## config.mk

```make
export PLATFORM = sky130hd
export DESIGN_NAME = shift_array_insert_erase_top
export DESIGN_NICKNAME = d
export VERILOG_FILES = /design/src/rtl/sai_pkg.sv /design/src/rtl/sai_datapath.sv /design/src/rtl/sai_ctrl.sv /design/src/rtl/shift_array_insert_erase_top.sv
export SDC_FILE = /design/constraint.sdc
export NUM_CORES = 2
export LEC_CHECK = 0
export ABC_CLOCK_PERIOD_IN_PS = 5600
export BUFFER_PORTS_ARGS = -buffer_cell sky130_fd_sc_hd__buf_2
export CAP_MARGIN = 20
export CORE_MARGIN = 3
export CORE_UTILIZATION = 49
export CTS_CLUSTER_DIAMETER = 150
export DETAILED_ROUTE_END_ITERATION = 6
export HOLD_SLACK_MARGIN = 0.15
export PLACE_DENSITY_LB_ADDON = 0.12
export SLEW_MARGIN = 20
export SYNTH_ARGS = -nofsm -noshare
export SYNTH_HDL_FRONTEND = slang
export SYNTH_SLANG_ARGS = --single-unit
```

## constraint.sdc

```tcl
create_clock -name clk -period 5.6 [get_ports clk]
set_clock_uncertainty 0.05 [all_clocks]
set_input_delay 0.56 -clock clk [delete_from_list [all_inputs] [get_ports clk]]
set_output_delay 0.56 -clock clk [all_outputs]
set_load 0.03 [all_outputs]
```

## src/rtl/sai_pkg.sv

```systemverilog
package sai_pkg;

	localparam int MODE_W   = 3;
	localparam int POS_W    = 5;
	localparam int VAL_W    = 32;
	localparam int STATUS_W = 2;
	localparam int COUNT_W  = 5;

	localparam int DEPTH_DEF = 16;
	localparam int WIDTH_DEF = 32;

	localparam logic [MODE_W-1:0] MODE_PUSH_FRONT = 3'd0;
	localparam logic [MODE_W-1:0] MODE_PUSH_BACK  = 3'd1;
	localparam logic [MODE_W-1:0] MODE_INSERT     = 3'd2;
	localparam logic [MODE_W-1:0] MODE_POP_FRONT  = 3'd3;
	localparam logic [MODE_W-1:0] MODE_POP_BACK   = 3'd4;
	localparam logic [MODE_W-1:0] MODE_ERASE      = 3'd5;
	localparam logic [MODE_W-1:0] MODE_READ       = 3'd6;

	localparam logic [STATUS_W-1:0] STATUS_OK    = 2'd0;
	localparam logic [STATUS_W-1:0] STATUS_FULL  = 2'd1;
	localparam logic [STATUS_W-1:0] STATUS_EMPTY = 2'd2;
	localparam logic [STATUS_W-1:0] STATUS_RANGE = 2'd3;

	typedef struct packed {
		logic [MODE_W-1:0]       mode;
		logic [POS_W-1:0]        position;
		logic signed [VAL_W-1:0] value;
	} cmd_t;

	typedef struct packed {
		logic [STATUS_W-1:0]     status;
		logic [COUNT_W-1:0]      count;
		logic signed [VAL_W-1:0] read_value;
	} res_t;

	typedef enum logic [1:0] {
		DP_NONE   = 2'd0,
		DP_INSERT = 2'd1,
		DP_REMOVE = 2'd2,
		DP_READ   = 2'd3
	} dp_op_t;

	typedef struct packed {
		logic   en;
		dp_op_t op;
	} dp_ctl_t;

endpackage

```

## src/rtl/sai_datapath.sv

```systemverilog
module sai_datapath #(
	parameter int DEPTH = sai_pkg::DEPTH_DEF,
	parameter int WIDTH = sai_pkg::WIDTH_DEF
) (
	input  logic                                clk,
	input  logic                                arst_n,
	input  sai_pkg::dp_ctl_t                    ctl,
	input  logic [$clog2(DEPTH)-1:0]            pos,
	input  logic signed [sai_pkg::VAL_W-1:0]    value,
	output logic signed [sai_pkg::VAL_W-1:0]    read_value
);
	import sai_pkg::*;

	localparam int IDX_W = $clog2(DEPTH);

	logic [WIDTH-1:0] cells_q [DEPTH];
	logic [WIDTH-1:0] cells_d [DEPTH];
	logic [WIDTH-1:0] store_val;
	logic [WIDTH-1:0] rd_cell;
	logic [VAL_W-1:0] rd_ext;
	logic [VAL_W-1:0] read_value_q;

	// incoming word is sign extended or cut to the cell width
	if (WIDTH <= VAL_W) begin : g_store_narrow
		assign store_val = value[WIDTH-1:0];
	end else begin : g_store_wide
		assign store_val = {{(WIDTH-VAL_W){value[VAL_W-1]}}, value};
	end

	assign rd_cell = cells_q[pos];

	if (WIDTH >= VAL_W) begin : g_rd_wide
		assign rd_ext = rd_cell[VAL_W-1:0];
	end else begin : g_rd_narrow
		assign rd_ext = {{(VAL_W-WIDTH){rd_cell[WIDTH-1]}}, rd_cell};
	end

	// each cell picks from itself, its lower or upper neighbor, or the new word
	for (genvar g = 0; g < DEPTH; g++) begin : g_cell
		logic above;
		logic at_pos;
		logic [WIDTH-1:0] lower;
		logic [WIDTH-1:0] upper;

		assign above  = IDX_W'(g) > pos;
		assign at_pos = IDX_W'(g) == pos;

		if (g == 0) begin : g_first
			assign lower = '0;
		end else begin : g_mid
			assign lower = cells_q[g-1];
		end

		if (g == DEPTH - 1) begin : g_last
			assign upper = '0;
		end else begin : g_inner
			assign upper = cells_q[g+1];
		end

		always_comb begin
			cells_d[g] = cells_q[g];
			case (ctl.op)
				DP_INSERT: begin
					if (at_pos) begin
						cells_d[g] = store_val;
					end else if (above) begin
						cells_d[g] = lower;
					end
				end
				DP_REMOVE: begin
					if (at_pos || above) begin
						cells_d[g] = upper;
					end
				end
				default: begin
					cells_d[g] = cells_q[g];
				end
			endcase
		end
	end

	always_ff @(posedge clk or negedge arst_n) begin
		if (!arst_n) begin
			for (int i = 0; i < DEPTH; i++) begin
				cells_q[i] <= '0;
			end
		end else if (ctl.en) begin
			for (int i = 0; i < DEPTH; i++) begin
				cells_q[i] <= cells_d[i];
			end
		end
	end

	always_ff @(posedge clk) begin
		if (ctl.en) begin
			read_value_q <= (ctl.op == DP_READ) ? rd_ext : '0;
		end
	end

	assign read_value = read_value_q;

endmodule

```

## src/rtl/sai_ctrl.sv

```systemverilog
module sai_ctrl #(
	parameter int DEPTH = sai_pkg::DEPTH_DEF
) (
	input  logic                            clk,
	input  logic                            arst_n,
	input  logic                            cmd_valid,
	output logic                            cmd_stall,
	input  sai_pkg::cmd_t                   cmd,
	output logic                            res_valid,
	input  logic                            res_stall,
	output logic [sai_pkg::STATUS_W-1:0]    status,
	output logic [sai_pkg::COUNT_W-1:0]     count,
	output sai_pkg::dp_ctl_t                dp_ctl,
	output logic [$clog2(DEPTH)-1:0]        dp_pos
);
	import sai_pkg::*;

	localparam int IDX_W = $clog2(DEPTH);
	localparam int CNT_W = $clog2(DEPTH + 1);
	localparam int CMP_W = (CNT_W > POS_W) ? CNT_W : POS_W;

	typedef enum logic [1:0] {
		ST_IDLE = 2'b01,
		ST_HOLD = 2'b10
	} state_t;

	state_t state_q;
	state_t state_d;

	logic [CNT_W-1:0]    cnt_q;
	logic [CNT_W-1:0]    cnt_d;
	logic [STATUS_W-1:0] status_d;
	logic [STATUS_W-1:0] status_q;
	logic [COUNT_W-1:0]  count_q;
	logic [CMP_W-1:0]    pos_ext;
	logic [CMP_W-1:0]    cnt_ext;
	logic                full;
	logic                empty;
	logic                accept;
	dp_op_t              op;

	assign res_valid = (state_q == ST_HOLD);
	assign cmd_stall = res_valid && res_stall;
	assign accept    = cmd_valid && !cmd_stall;

	assign pos_ext = CMP_W'(cmd.position);
	assign cnt_ext = CMP_W'(cnt_q);
	assign full    = (cnt_q == CNT_W'(DEPTH));
	assign empty   = (cnt_q == '0);

	always_comb begin
		op       = DP_NONE;
		status_d = STATUS_OK;
		cnt_d    = cnt_q;
		dp_pos   = '0;
		case (cmd.mode)
			MODE_PUSH_FRONT, MODE_PUSH_BACK, MODE_INSERT: begin
				if (full) begin
					status_d = STATUS_FULL;
				end else if (cmd.mode == MODE_INSERT && pos_ext > cnt_ext) begin
					status_d = STATUS_RANGE;
				end else begin
					op    = DP_INSERT;
					cnt_d = cnt_q + 1'b1;
					if (cmd.mode == MODE_PUSH_BACK) begin
						dp_pos = IDX_W'(cnt_q);
					end else if (cmd.mode == MODE_INSERT) begin
						dp_pos = IDX_W'(pos_ext);
					end
				end
			end
			MODE_POP_FRONT, MODE_POP_BACK, MODE_ERASE: begin
				if (empty) begin
					status_d = STATUS_EMPTY;
				end else if (cmd.mode == MODE_ERASE && pos_ext >= cnt_ext) begin
					status_d = STATUS_RANGE;
				end else begin
					op    = DP_REMOVE;
					cnt_d = cnt_q - 1'b1;
					if (cmd.mode == MODE_POP_BACK) begin
						dp_pos = IDX_W'(cnt_q - 1'b1);
					end else if (cmd.mode == MODE_ERASE) begin
						dp_pos = IDX_W'(pos_ext);
					end
				end
			end
			MODE_READ: begin
				// out of range also covers the empty list
				if (pos_ext >= cnt_ext) begin
					status_d = STATUS_RANGE;
				end else begin
					op     = DP_READ;
					dp_pos = IDX_W'(pos_ext);
				end
			end
			default: begin
				op = DP_NONE;
			end
		endcase
	end

	assign dp_ctl.en = accept;
	assign dp_ctl.op = op;

	always_comb begin
		state_d = state_q;
		case (state_q)
			ST_IDLE: begin
				if (accept) begin
					state_d = ST_HOLD;
				end
			end
			ST_HOLD: begin
				// a new transfer may come in the same cycle the result leaves
				if (!res_stall && !accept) begin
					state_d = ST_IDLE;
				end
			end
			default: begin
				state_d = ST_IDLE;
			end
		endcase
	end

	always_ff @(posedge clk or negedge arst_n) begin
		if (!arst_n) begin
			state_q <= ST_IDLE;
			cnt_q   <= '0;
		end else begin
			state_q <= state_d;
			if (accept) begin
				cnt_q <= cnt_d;
			end
		end
	end

	always_ff @(posedge clk) begin
		if (accept) begin
			status_q <= status_d;
			count_q  <= COUNT_W'(cnt_d);
		end
	end

	assign status = status_q;
	assign count  = count_q;

endmodule

```

## src/rtl/shift_array_insert_erase_top.sv

```systemverilog
// Ordered list of up to DEPTH signed words held in a chain of cells that all
// shift on the same edge: push and pop at either end, insert, erase and read
// at a position. Every command transfer yields exactly one result with a
// status (ok, full, empty, position out of range), the fill count after the
// command and, for a good read, the word read. The controller checks each
// command against the fill count and the cell chain updates at the edge that
// takes it, with the result held in an output register. A new command can be
// taken while the last result is held; cmd_stall rises only while a result
// waits on res_stall. Failed commands leave the list unchanged.
module shift_array_insert_erase_top #(
	parameter int DEPTH = sai_pkg::DEPTH_DEF,
	parameter int WIDTH = sai_pkg::WIDTH_DEF
) (
	input  logic          clk,
	input  logic          arst_n,
	input  logic          cmd_valid,
	output logic          cmd_stall,
	input  sai_pkg::cmd_t cmd,
	output logic          res_valid,
	input  logic          res_stall,
	output sai_pkg::res_t res
);
	import sai_pkg::*;

	localparam int IDX_W = $clog2(DEPTH);

	dp_ctl_t                 dp_ctl;
	logic [IDX_W-1:0]        dp_pos;
	logic [STATUS_W-1:0]     status;
	logic [COUNT_W-1:0]      count;
	logic signed [VAL_W-1:0] read_value;

	sai_ctrl #(
		.DEPTH(DEPTH)
	) u_ctrl (
		.clk       (clk),
		.arst_n    (arst_n),
		.cmd_valid (cmd_valid),
		.cmd_stall (cmd_stall),
		.cmd       (cmd),
		.res_valid (res_valid),
		.res_stall (res_stall),
		.status    (status),
		.count     (count),
		.dp_ctl    (dp_ctl),
		.dp_pos    (dp_pos)
	);

	sai_datapath #(
		.DEPTH(DEPTH),
		.WIDTH(WIDTH)
	) u_datapath (
		.clk        (clk),
		.arst_n     (arst_n),
		.ctl        (dp_ctl),
		.pos        (dp_pos),
		.value      (cmd.value),
		.read_value (read_value)
	);

	always_comb begin
		res.status     = status;
		res.count      = count;
		res.read_value = read_value;
	end

endmodule

```

Yosys cells after proc, flatten, opt, wreduce, memory -nomap -nowiden:

Index checks and enable logic that the tools add are counted.

* word-level logic and storage cells: 248
* bits in registers: 558

* eq/ne operators: 61
* mux-type cells: 97
* bitwise operators: 1
* reductions and logical operators: 47
* order comparisons: 19
* add/sub/neg operators: 2

Operators with widths (number)
* 32-bit two-way mux: 50
* 32-bit one-hot mux with 2 select lines: 16
* 32-bit binary-select mux with 4-bit select: 1
* 4-bit AND reduction: 16
* 3-bit by 1-bit != test with 1-bit output (second input constant): 16
* 4-bit two-way mux: 9
* 2-bit by 1-bit != test with 1-bit output (second input constant): 17
* 4-bit equality test (first input constant): 8
* 4-bit > comparator (first input constant): 8
* 2-bit two-way mux: 11
* 5-bit two-way mux: 4
* 3-bit by 4-bit equality test with 1-bit output (first input constant): 4
* 3-bit by 4-bit > comparator with 1-bit output (first input constant): 4
* 1-bit logical OR: 16
* 2-bit one-hot mux with 3 select lines: 2
* 4-bit one-hot mux with 3 select lines: 1
* 5-bit one-hot mux with 2 select lines: 1
* 3-bit equality test (second input constant): 3
* 2-bit by 4-bit equality test with 1-bit output (first input constant): 2
* 1-bit by 4-bit > comparator with 1-bit output (first input constant): 2
* 2-bit by 4-bit > comparator with 1-bit output (first input constant): 2
* 2-bit equality test (second input constant): 3
* 3-bit by 2-bit equality test with 1-bit output (second input constant): 2
* 3-bit OR reduction: 2
* other kinds (20): 27

Longest topological paths before layout:

* word-level depth: 10
* gate-level depth with buffers: 18
* gate-level depth less buffers: 14

Modules after synthesis:

From an unflattened synthesis, not the netlist that was laid out.

* cell total of the unflattened synthesis: 3455
* area, all modules: 35962.0 um2

Modules (own cells, without submodules)
* sai_datapath: times used 1, cells each 3288, sequential area each 13773.2 um2, area each 34601.9 um2
* sai_ctrl: times used 1, cells each 167, sequential area each 386.6 um2, area each 1360.1 um2

Worst setup path after synthesis:

OpenSTA, ideal clock, no wires.

* kind: reg-to-reg
* start point: reg u_ctrl.cnt_q[2] (netlist: u_ctrl.cnt_ext[2])
* end point: reg u_datapath.cells_q, in the netlist u_datapath.g_cell[5].upper[0]
* path buffers: 4
* period minus slack after synthesis: 4.158 ns
* stages on the path, launching flop included: 19
* slack: 1.442 ns
* data arrival time: 3.965 ns
* cell sequence: dfrtp_1 clkbuf_1 inv_1 ha_1 nand4_1 o221ai_2 nand3_1 and3_1 nor2_1 inv_1 ha_1 clkbuf_1 or2_2 buf_1 a21oi_1 o21ai_1 clkbuf_1 nand2_1 o21ai_0

* cells in the longest elaborated chain, start to end: 9
* elaborated cells between the ends (all ways): 32

Ends and longest elaborated chain
* from (decl): RTL line sai_ctrl.sv:30 `logic [CNT_W-1:0] cnt_q;`
* from (signal assigned): RTL line sai_ctrl.sv:132 `cnt_q <= cnt_d;`
* 5-bit by 1-bit subtractor with 5-bit output, or another cell as far along
* 4-bit two-way mux, or another cell as far along: RTL line sai_ctrl.sv:80 `if (cmd.mode == MODE_POP_BACK) begin`
* 4-bit two-way mux, on equally long branches: RTL line sai_ctrl.sv:75, sai_ctrl.sv:60
* 4-bit two-way mux, on equally long branches: RTL line sai_ctrl.sv:73, sai_ctrl.sv:58
* 4-bit one-hot mux with 3 select lines: RTL line sai_ctrl.sv:56 `case (cmd.mode)`
* 3-bit by 4-bit > comparator with 1-bit output or 3-bit by 4-bit equality test with 1-bit output (tied branches): RTL line sai_datapath.sv:45, sai_datapath.sv:46
* 1-bit logical OR: RTL line sai_datapath.sv:71 `if (at_pos || above) begin`
* 2-bit by 1-bit != test with 1-bit output (no source line)
* 4-bit AND reduction (no source line)
* to (signal, indexed assignment): RTL line sai_datapath.sv:89 `cells_q[i] <= cells_d[i];`
* to (decl): RTL line sai_datapath.sv:16 `logic [WIDTH-1:0] cells_q [DEPTH];`

Several ways; a longest one is shown, not always the timed one.
A chain may end at the register's enable or synchronous reset.

Worst setup path after layout:

* start point: reg u_ctrl.cnt_q[2] (netlist: u_ctrl.cnt_ext[2])
* end point: reg u_datapath.cells_q, in the netlist u_datapath.g_cell[0].upper[22]

* cells in the longest elaborated chain, start to end: 9
* elaborated cells between the ends (all ways): 32

Ends and longest elaborated chain (RTL line)
* 5-bit by 1-bit subtractor with 5-bit output, or another cell as far along
* 4-bit two-way mux, or another cell as far along: sai_ctrl.sv:80
* 4-bit two-way mux, on equally long branches: sai_ctrl.sv:75, sai_ctrl.sv:60
* 4-bit two-way mux, on equally long branches: sai_ctrl.sv:73, sai_ctrl.sv:58
* 4-bit one-hot mux with 3 select lines: sai_ctrl.sv:56
* 1-bit by 4-bit > comparator with 1-bit output or 1-bit by 4-bit equality test with 1-bit output (tied branches): sai_datapath.sv:45, sai_datapath.sv:46
* 1-bit logical OR: sai_datapath.sv:71
* 2-bit by 1-bit != test with 1-bit output (no source line)
* 4-bit AND reduction (no source line)

Several ways; a longest one is shown, not always the timed one.

==> metrics.md <==
| Metric | Value |
|---|---|
| Outcome | finished, final reports clean |
| Vias in the first global route | ~29,000 |
| Critical Path Source Type | flop |
| Mean Syn Cell Area | 9.45 µm² |
| Final setup fails | 0 |
| IO buf count | 84 |
| Critical Path End Type | flop |
| Crit-path leading delay family | buffers and inverters |
| Gr usage total | 0.313 |
| Slack of the critical path | 0.642 ns |
| Post-Syn Area | ~35,000 µm² |
| DR vias | 29,138 |
| Total instance count after detailed placement | between 4,000 and 5,000 |
| Clock transition at path regs | roughly 0.06 ns |
| Ports | 85 |
| Worst path depth | 12 |
| Warnings, synthesis | 0 |
| RR Endpoint | u_datapath.g_cell[0].upper[22] |
| Area contributors post-synth | dfrtp_1 37%, mux2i_1 17%, mux2_2 13%, nand2_1 8.2%, o21ai_0 3.6% |
| Clock sink count | between 500 and 600 |
| Setup crit start | u_ctrl.cnt_ext[2] |
| Worst EP required | ~6 ns |
| Pwr dens | 515 nW/µm² |
| DR pass1 iterations | 5 |
| Worst path bufs/invs | 4 |
| Largest net degree at the start of global routing | 147 |
| WHS | about 0.23 ns |
| Crit path top cell by count | inv_1 |
| Row count | between 90 and 100 |
| Hold-fix buffers at CTS | 1 |
| Flops & latches, synth | roughly 560 |
| RSZ-0062 raised after global routing | false |
| GR Overflow Total | 0 |
| Area leader, netlist | dfrtp_1 |
| Seq/Total Area, Yosys | 0.404 |
| Via density per instance | between 6 and 7 |
| Number of synthesized flops with an enable pin | 39 |
| WL/cell | 25.7 µm |
| Flop2flop setup slack | ~0.64 ns |
| Crit share post-route | 0.885 |
| Crit path kind | reg2reg |
| Cell area after placement | 36,500 µm² |
| Latest clock arrival within the worst-skew pair | around 0.62 ns |
| Starting Density | 0.497 |
| Leak | around 16 nW |
| Endpoints failing hold | 0 |
| Initial antenna violation count | 2 |
| DP Worst Slack | 0.766 ns |
| Clock buffer count from CTS | 68 |
| Post-synth cell types | 65 |
| Core area | between 70,000 and 80,000 µm² |
| Setup TNS | 0 ns |
| Tmin final | 4.96 ns |
| CTS Root Cell | clkbuf_16 |
| Post-synth top flop | dfrtp_1 |
| DRT iter0 DRCs | 3,035 |
| Layout area overhead | 10.9% |
| CP endpoint | u_datapath.g_cell[0].upper[22] |
| Peak Freq | approximately 200 MHz |
| Cells after Synth | between 3,000 and 4,000 |
| Clk buf depth | 3 |
| Post-CTS Resized | 0 |
| Number of antenna-violating nets in the routed design | 0 |
| Slowest CP cell | buf_4 |
| Max_cap viols | 0 |
| Total die area | 74,700 µm² |
| Nets | approximately 3,700 |
| Utilization after layout | 0.551 |
| # Post-CTS Setup Buffers | 0 |
| CTS tree | built |
| Slew Limit Fails | 0 |
| Peak VDD IR | 0.000436 V |
| Net Count, Synth | between 3,000 and 4,000 |
| Share of layout cells above drive strength 1 | 0.199 |
| Slew HR | 0.124 |
| Global-route wire length before repair | approximately 180,000 µm |
| Post-synth ARST share | 0.930 |
| Total design power | ~20 mW |
| Detailed placement HPWL | around 66,000 µm |
| H-tree Lvls | 3 |
| Fin area | roughly 39,000 µm² |
| Gpl congestion | 0.848 |
| Layout Cells excl Fill | approximately 4,600 |
| R2R depth | 12 |
| Residual DRC | 0 |
| Crit Reg-Reg Startpoint | u_ctrl.cnt_ext[2] |
| Crit-path max cell delay | about 0.65 ns |
| Die height | ~270 µm |
| CP Cell Sequence | inv_1 -> ha_1 -> nand4_1 -> o221ai_1 -> a2bb2oi_1 -> o21ai_0 -> inv_1 -> ha_4 -> buf_4 -> buf_12 -> mux2i_1 -> o21ai_1 |
| Worst Tran Pin Value | between 1 and 1.5 ns |
| CP arrival | between 5 and 6 ns |
| HP Class | in2reg |
| Post-Route WL | 119,000 µm |
| Critical path fanouts, max | between 100 and 150 |
| Die Width | ~270 µm |
| Top-area cell type share of the netlist area | 0.370 |
[routing by layer]
metal | GRT usage | part of all wire | wire (µm)
met5 | 0 | 0.000076 | 9
met4 | 0.125 | 0.040 | 4800
met3 | 0.0492 | 0.069 | 8160
met2 | 0.513 | 0.47 | 56000
met1 | 0.416 | 0.42 | 49900
[placed cells by master (no fill, tap or decap), types with 6 or more instances in the layout]
| master | n |
|---|---|
| buf_4 | 62 |
| buf_12 | 25 |
| o31a_1 | 32 |
| clkbuf_1 | 20 |
| nand4_1 | 14 |
| a22oi_1 | 34 |
| edfxtp_1 | 39 |
| clkbuf_16 | 71 |
| dfrtp_1 | 518 |
| buf_2 | 83 |
| nand3_1 | 35 |
| mux2i_1 | 609 |
| clkinv_2 | 10 |
| mux2_1 | 7 |
| clkbuf_8 | 15 |
| o21ai_0 | 253 |
| o21ai_1 | 211 |
| o22ai_1 | 66 |
| o21ai_4 | 6 |
| inv_1 | 14 |
| or4_1 | 32 |
| mux2_2 | 409 |
| nor2_1 | 47 |
| o211ai_1 | 34 |
| a21oi_1 | 173 |
| nand2_1 | 757 |
| ha_1 | 8 |
[worst min path at each step]
stage,start,to,cells after the start
after floorplan,arst_n,u_ctrl.cnt_ext[0],0
after global placement,u_datapath.g_cell[14].upper[12],u_datapath.g_cell[14].upper[12],2
after detailed placement,u_datapath.g_cell[14].upper[2],u_datapath.g_cell[14].upper[2],2
after CTS,cmd_valid,u_ctrl.state_q[1],3
after global routing,cmd_valid,u_ctrl.state_q[1],3
final,cmd_valid,u_ctrl.state_q[1],3
[cells in the mapped netlist, drive strengths merged, types with 3 or more instances]
cell type  count
nand2        762
mux2i        609
dfrtp        518
o21ai        470
mux2         416
clkbuf       217
a21oi        176
buf          106
o22ai         66
nor2          48
edfxtp        39
nand3         39
a22oi         34
o211ai        34
o31a          32
or4           32
nand4         15
inv           14
ha            10
nand2b         5
nor3           5
a221o          4
nor3b          4
a221oi         3
a22o           3
nor2b          3
nor4           3
or2            3
xnor2          3
[tightest hold or removal path, delay by kind of cell]
family,cells,cell delay (ns)
and+or+nand+nor,1,0.07
buffers and inverters,1,0.10
AOI/OAI and AO/OA,1,0.10
[registers in the layout (all words and copies together) (netlist names)]
register and cells:
u_ctrl.state_q 2, u_datapath.g_cell.lower 96, u_ctrl.cnt_ext 5, u_datapath.g_cell.upper 416, u_ctrl.status 2, u_ctrl.count 5, u_datapath.read_value 32
[report_power, final]
| group | total [mW] | internal [mW] | switching [mW] | leakage, nW |
|---|---|---|---|---|
| Sequential | 6.80 | 5.45 | 1.36 | 7.29 |
| Clock | 4.54 | 2.68 | 1.86 | 1.12 |
| Combinational | 8.63 | 3.41 | 5.22 | 7.92 |
| Total | 20.0 | 11.5 | 8.43 | 16.3 |
[cell families after synthesis]
logic type / count (synthesis) / synth area share
XOR/XNOR: 3 / 0.000751
AND/OR/NAND/NOR: 928 / 0.109
multiplexers: 1025 / 0.308
adder cells (fa/ha/maj): 10 / 0.00357
AO/OA/AOI/OAI: 841 / 0.135
flip-flops: 558 / 0.404
buffers and inverters: 338 / 0.0387
[area by class of cell]
class                      count  area, µm²
multi-input combinational   2807      19800
clock buffer                 106       2060
inverter                      15       56.3
clock inverter                20        206
timing repair buffer         172       1410
fill                        6094      31600
antenna                        1       2.50
sequential                   558      14200
tap                          940       1180
No activity file was read; power rests on OpenSTA's default activity.
